### config.mk
export PLATFORM = sky130hd
export DESIGN_NAME = arpb_ctrl
export DESIGN_NICKNAME = d
export VERILOG_FILES = /design/src/sv/arpb_pkg.sv /design/src/sv/arpb_ctrl.sv
export SDC_FILE = /design/constraint.sdc
export NUM_CORES = 1
export LEC_CHECK = 0
export BUFFER_PORTS_ARGS = -buffer_cell sky130_fd_sc_hd__buf_4
export CORE_MARGIN = 10
export CORE_UTILIZATION = 46
export CTS_CLUSTER_SIZE = 12
export DETAILED_ROUTE_END_ITERATION = 12
export GPL_TIMING_DRIVEN = 0
export PLACE_DENSITY_LB_ADDON = 0.1
export SYNTH_ARGS = -nofsm -noshare
export SYNTH_HDL_FRONTEND = slang
export SYNTH_SLANG_ARGS = --single-unit
### constraint.sdc
create_clock -name clk -period 3.7 [get_ports clk]
set_input_delay 0.555 -clock clk [delete_from_list [all_inputs] [get_ports clk]]
set_output_delay 0.555 -clock clk [all_outputs]
set_load 0.01 [all_outputs]
### src/sv/arpb_pkg.sv
// ----------------------------------------------------------------------------
// arpb_pkg
// Shared types and constants of the stereo jitter FIFO with drop-oldest
// overflow and prebuffer gate.
// ----------------------------------------------------------------------------
package arpb_pkg;

  localparam int KIND_W   = 2;
  localparam int SAMPLE_W = 16;
  localparam int FRAME_W  = 2 * SAMPLE_W;
  localparam int FILL_W   = 12;
  localparam int PREBUF_W = 12;

  localparam logic [PREBUF_W-1:0] PREBUF_RESET = 12'd480;

  // command codes of one input item
  typedef enum logic [KIND_W-1:0] {
    KIND_PUSH  = 2'd0,
    KIND_PULL  = 2'd1,
    KIND_FLUSH = 2'd2
  } kind_t;

  // per-item status handed from the pointer logic to the result pipeline
  typedef struct packed {
    logic              took;
    logic              dropped;
    logic [FILL_W-1:0] fill;
    logic              primed;
  } ctrl_res_t;

endpackage

### src/sv/arpb_ctrl.sv
// ----------------------------------------------------------------------------
// arpb_ctrl
// Read pointer, frame count and primed flag; decides the store write and read
// for each accepted command and reports the status after it.
// ----------------------------------------------------------------------------
module arpb_ctrl import arpb_pkg::*; #(
  parameter int STORE_FRAMES = 2048,
  localparam int AW = $clog2(STORE_FRAMES),
  localparam int CW = $clog2(STORE_FRAMES + 1)
) (
  input  logic                       clk,
  input  logic                       rst_n,
  input  logic                       fire,
  input  logic [KIND_W-1:0]          kind,
  input  logic signed [SAMPLE_W-1:0] left_in,
  input  logic signed [SAMPLE_W-1:0] right_in,
  input  logic [PREBUF_W-1:0]        prebuf,
  output logic                       ram_we,
  output logic [AW-1:0]              ram_waddr,
  output logic [FRAME_W-1:0]         ram_wdata,
  output logic                       ram_re,
  output logic [AW-1:0]              ram_raddr,
  output ctrl_res_t                  res
);

  localparam int SW = CW + 1;
  localparam int TW = (CW > PREBUF_W) ? CW : PREBUF_W;

  logic [AW-1:0] rp_r, rp_nxt;
  logic [CW-1:0] cnt_r, cnt_nxt;
  logic          primed_r, primed_nxt;

  logic          full;
  logic          avail;
  logic [AW-1:0] rp_inc;
  logic [SW-1:0] wsum;
  logic [SW-1:0] wsum_wrap;
  logic [TW-1:0] thr;
  logic [CW-1:0] cnt_push;
  logic          took;
  logic          dropped;

  // pointer arithmetic and threshold clamp
  always_comb begin
    full      = (cnt_r == CW'(STORE_FRAMES));
    avail     = primed_r && (cnt_r != '0);
    rp_inc    = (rp_r == AW'(STORE_FRAMES - 1)) ? '0 : rp_r + 1'b1;
    wsum      = SW'(rp_r) + SW'(cnt_r);
    wsum_wrap = (wsum >= SW'(STORE_FRAMES)) ? wsum - SW'(STORE_FRAMES) : wsum;
    thr       = (TW'(prebuf) > TW'(STORE_FRAMES)) ? TW'(STORE_FRAMES) : TW'(prebuf);
    cnt_push  = full ? cnt_r : cnt_r + 1'b1;
  end

  // next state per command
  always_comb begin
    rp_nxt     = rp_r;
    cnt_nxt    = cnt_r;
    primed_nxt = primed_r;
    took       = 1'b0;
    dropped    = 1'b0;
    ram_we     = 1'b0;
    ram_re     = 1'b0;
    // a full store overwrites the oldest slot, which sits at the read pointer
    ram_waddr  = full ? rp_r : wsum_wrap[AW-1:0];
    ram_wdata  = {right_in, left_in};
    ram_raddr  = rp_r;
    case (kind_t'(kind))
      KIND_PUSH: begin
        ram_we     = fire;
        dropped    = full;
        rp_nxt     = full ? rp_inc : rp_r;
        cnt_nxt    = cnt_push;
        primed_nxt = primed_r || (TW'(cnt_push) >= thr);
      end
      KIND_PULL: begin
        if (avail) begin
          took       = 1'b1;
          ram_re     = fire;
          rp_nxt     = rp_inc;
          cnt_nxt    = cnt_r - 1'b1;
          primed_nxt = (cnt_r != CW'(1));
        end
      end
      KIND_FLUSH: begin
        rp_nxt     = '0;
        cnt_nxt    = '0;
        primed_nxt = 1'b0;
      end
      default: begin
      end
    endcase
  end

  // status after this command
  always_comb begin
    res.took    = took;
    res.dropped = dropped;
    res.fill    = FILL_W'(cnt_nxt);
    res.primed  = primed_nxt;
  end

  // state registers
  always_ff @(posedge clk) begin
    if (!rst_n) begin
      rp_r     <= '0;
      cnt_r    <= '0;
      primed_r <= 1'b0;
    end else if (fire) begin
      rp_r     <= rp_nxt;
      cnt_r    <= cnt_nxt;
      primed_r <= primed_nxt;
    end
  end

endmodule

### Yosys cells after proc, flatten, opt, wreduce, memory -nomap -nowiden

Index checks and enable logic that the tools add are counted.

* add/sub/neg operators: 5
* order comparisons: 3
* equality and inequality tests: 7
* mux-type cells: 18
* reductions and logical operators: 6

Operators with widths (number)
* $mux 11: 5
* $mux 12: 3
* $pmux 12 s3: 1
* $pmux 11 s3: 1
* $add 11x12->13: 1
* $ge 13x12->1 const B: 1
* $add 12x1->12 const B: 1
* $eq 12x12->1 const B: 1
* $ge 12x12->1: 1
* $gt 12x12->1 const B: 1
* $ne 12x1->1 const B: 1
* $reduce_bool 12->1: 1
* $sub 12x1->12 const B: 1
* $add 11x1->11 const B: 1
* $eq 11x11->1 const B: 1
* $sub 11x1->11 const B: 1
* $mux 1: 7
* $ne 2x2->1 const B: 2
* $reduce_and 4->1: 1
* $pmux 1 s3: 1
* $reduce_bool 3->1: 1
* $eq 2x1->1 const B: 1
* $eq 2x2->1 const B: 1
* $logic_not 2->1: 1
* other kinds (2): 2

* register bits after elaboration: 24
* bits of input ports: 49
* output and inout port bits: 71
* word-level logic and storage cells: 42

### Logic depth before layout (Yosys ltp)

* depth after elaboration: 5
* gate-level depth with buffers: 16
* gate-level depth less buffers: 12

### Worst setup path after synthesis

No wires, ideal clock.

* path kind: register to output
* start point: reg cnt_r[0]
* end point: out res[0] in the netlist's numbering
* arrival time: 3384 ps
* required time: 3145 ps
* setup slack: -239 ps
* stages on the path, launching flop included: 16
* buffers on the path: 4
* path through: dfxtp_1 clkbuf_1 inv_1 ha_1 or3b_2 buf_2 nor3_1 clkbuf_1 xnor2_1 ha_1 nor3b_1 o21ai_0 a211oi_1 nor3_1 a21o_1 buf_4

* cells in the longest elaborated chain, start to end: 5
* elaborated cells between the ends (all ways): 10
* those cells by class: 1 x add/sub; 1 x order compare; 2 x eq/ne; 3 x mux; 3 x reduce/logical

RTL lines
* start: declaration: RTL line arpb_ctrl.sv:30 `logic [CW-1:0] cnt_r, cnt_nxt;`
* start signal: assignment: RTL line arpb_ctrl.sv:110 `cnt_r <= cnt_nxt;`
* $add 12x1->12 / $eq 12x12->1 (equally long branches): RTL line arpb_ctrl.sv:51, arpb_ctrl.sv:45
* $mux 12: RTL line arpb_ctrl.sv:51 `cnt_push = full ? cnt_r : cnt_r + 1'b1;`
* $ge 12x12->1: RTL line arpb_ctrl.sv:73 `primed_nxt = primed_r || (TW'(cnt_push) >= thr);`
* $logic_or 1x1->1: RTL line arpb_ctrl.sv:73
* $pmux 1 s3 (*): RTL line arpb_ctrl.sv:67 `case (kind_t'(kind))`
* end: declaration: RTL line arpb_ctrl.sv:23 `output ctrl_res_t res`

Every way passes the cells marked *; elsewhere a longest branch is shown, timed or not.

### Worst setup path in the final report

* start point: reg cnt_r[1]
* end point: out res[0] in the netlist's numbering

The elaborated chain is that of the path after synthesis.

==> impl_metrics.toml <==
[status]
status = "finished, violations left"
violations = "negative setup slack"

[sta]
whs_ns = 0.567
setup_violations = 1
rsz0062_at_grt = "true"
max_slew_margin_pct = 15.1
finalMaxSlewViolations = 0
worst_pin_slew_ns = 1.26
max_freq_mhz = 269
hold_viol_final = 0
clock_skew_ns = 0.00601
period_needed_ns = 3.72
fin_tns_setup_ns = -0.0211
layout_setup_ws_ns = -0.0211
period_share_pct = 101

[yosys]
netlist_instances = 466
ys_ff_latch = 24
synth-seq-area-share_pct = 14.4
synth_ff_type = "dfxtp_1"
synth_edf_count = 0
avgSynthCellArea_um2 = 7.16
ys_warn_count = 0
ys_async_sr_fraction_pct = 0
synth_cell_types = 67
syn_nets = 542
synthesis.area_um2 = 3340

[power_and_ir_drop]
power_uw = 752
worst_ir_drop_vdd_uv = 130
cellLeakagePower_uw = 0.00194
powerDensity_nw_per_um2 = 173

[worst_setup_path]
crit_buf_inv = 5
reg2reg_from = "cnt_r[1]"
max_stage_delay_ns = 0.37
arrival_ns = 3.17
crit_top_cell = "buf_6"
path_class = "flop to primary output"
r2r_cells = 15
r2r-end = "primed_r"
worst-endpoint-required_ns = 3.14
end_kind = "primary output"
crit_fanout = 3
setup.worst_path.start_class = "flop"
worstPathCellList = "inv_6, ha_4, or3b_4, buf_6, or3_1, clkbuf_8, mux2i_4, inv_1, ha_1, o21ai_2, o21ai_1, a211oi_2, nor3_2, a21o_1, buf_6"
r2r_slack_ns = 0.68
crit_family = "simple AND/OR/NAND/NOR gates"
slowest_stage = "dfxtp_4"

[detailed_routing]
drt_iter0_markers = 279
met2WireLength_um = 5430
dr_wl_met3_um = 1180
ant_nets = 0
drt-met1-wl_um = 5400
totalWireLength_um = 12100
first_pass_iters = 4
post_drt_wl_per_cell_um = 18.3
vias = 3920
routed.top_layer = "met4"
vias_per_cell = 5.94
drcViolationCount = 0

[floorplanning]
die_x_um = 105
coreArea_um2 = 6910
initial_utilization_pct = 48.3
ioPinCount = 120
rows = 30
die_area_um2 = 11100
die_y_um = 105

[layout]
n_fill_cell = 707
final_common_cell = "buf_4"
mostFrequentLayoutCells = "buf_4 (132), nand2_1 (43), o21ai_0 (32), nor2_1 (27)"
drive_gt1_share_pct = 30.9
syn_to_final_growth_pct = 30.6
final_nets = 641
num_antenna_cells = 0
fin_cells = 660

[clock_network]
cts.hold.buffers_added = 0
cts_root_buffer = "clkbuf_8"
htree_levels = 1
numCtsBuffers = 3
cts_tree = "built"
clockBufferDepth = 2
clkTransAtPathRegs_ns = 0.11
insertion_delay_ns = 0.28
numClockSinks = 24

[global_route]
grtUsageTotal_pct = 20.9
grt_max_degree = 15
grt_pass1_wl_um = 19500
grt_pass1_vias = 3791
overflow = 0
antenna_found_initial = 0

[placed_design]
gp_congestion = 0.931
dp_hpwl_um = 9540
dpl_worst_slack_ns = -0.702
dpl.cell_count = 648
io_buffers = 86

[worst_hold_path]
hold_depth = 2
hold_end = "ram_raddr[1]"
min_from = "ram_raddr[1]"
hold_class = "flop to flop"

[run]
maxCapViolations = 0
-- per-stage QoR --
stage / utilization [%] / cell area (µm²)
3_3_place_gp: 59.7 / 4130
5_1_grt: 63.1 / 4360
4_1_cts: 62.6 / 4330
3_5_place_dp: 59.7 / 4130
6_report: 63.1 / 4360
2_1_floorplan: - / 3360
-- sequential cells by signal, summed over array words and instances, names as in the netlist --
name / flops
cnt_r: 12
primed_r: 1
ram_raddr: 11
-- cell usage after synthesis (6+ instances only) --
cell type  instances  area share [%]
a21oi_1           21             3.1
a31oi_1            8             1.5
buf_4             36             8.1
clkbuf_1          26             2.9
dfxtp_1           24              14
ha_1              26             9.7
inv_1             18             2.0
nand2_1           43             4.8
nand3_1           25             3.7
nand4_1            9             1.7
nor2_1            27             3.0
nor2b_1            8             1.5
nor3_1            15             2.2
nor3b_1            6             1.3
nor4_1             9             1.7
o21ai_0           35             5.2
o31ai_1           10             2.2
xnor2_1            8             2.1
xor2_1            12             3.1
-- report_power, final --
part / switching, µW / total (µW) / internal (µW)
Clock: 105 / 250 / 145
Sequential: 5.06 / 265 / 260
Combinational: 125 / 238 / 112
Total: 235 / 752 / 517
-- cell type report --
| class | instances | area [µm²] | area share (%) |
|---|---|---|---|
| flip-flops and latches | 24 | 490 | 11.3 |
| clock buffers | 3 | 41.3 | 0.947 |
| well taps | 96 | 120 | 2.76 |
| plain buffers | 61 | 387 | 8.87 |
| clock inverters | 1 | 30.0 | 0.689 |
| multi-input cells | 357 | 2460 | 56.5 |
| repair buffers | 99 | 747 | 17.1 |
| inverters | 19 | 78.8 | 1.81 |
-- worst max-delay path by stage --
stage / slack, ns / start / cells after the start / to
global route: -0.17 / cnt_r[6] / 11 / res[0]
CTS: -0.06 / cnt_r[1] / 15 / res[0]
floorplan: 0.00009 / cnt_r[0] / 16 / res[0]
finish: -0.02 / cnt_r[1] / 15 / res[0]
detailed placement: -0.70 / cnt_r[1] / 15 / res[0]
global placement: -0.73 / cnt_r[1] / 15 / res[0]
-- logic make-up (layout without fill, tap and decap cells) --
logic type / after synthesis / in the layout / synth area share (%)
flops: 24 / 24 / 14.4
simple gates: 183 / 183 / 29.8
compound gates: 123 / 123 / 24.8
buf+inv: 85 / 183 / 14.1
xor+xnor: 20 / 20 / 5.25
fa+ha+maj: 27 / 27 / 10.3
mux: 4 / 4 / 1.24
-- routing by layer --
metal | up-vias | global-route usage, %
met2 | 210 | 34.2
met4 | 0 | 3.24
met1 | 1810 | 26.8
met3 | 8 | 6.27
met5 | - | 0
li1 | 1892 | -
-- worst register-to-register path, stage by stage (launching register included) --
cell,delay [ns]
dfxtp_4,0.37
inv_6,0.06
ha_4,0.13
or3b_4,0.37
buf_6,0.13
or3_1,0.35
clkbuf_8,0.15
mux2i_4,0.17
inv_1,0.06
ha_1,0.28
o21ai_2,0.11
o21ai_1,0.10
a211oi_2,0.23
nor3_2,0.07
buf_4,0.13
a32o_1,0.20
-- timing repair --
| item | 4_1_cts | 5_1_grt |
|---|---|---|
| pin swaps | 9 | 2 |
| setup buffers | 13 | 0 |
| gates resized for setup | 25 | 8 |
| setup endpoints to repair | 6 | 5 |
No activity file was read; power rests on OpenSTA's default activity.
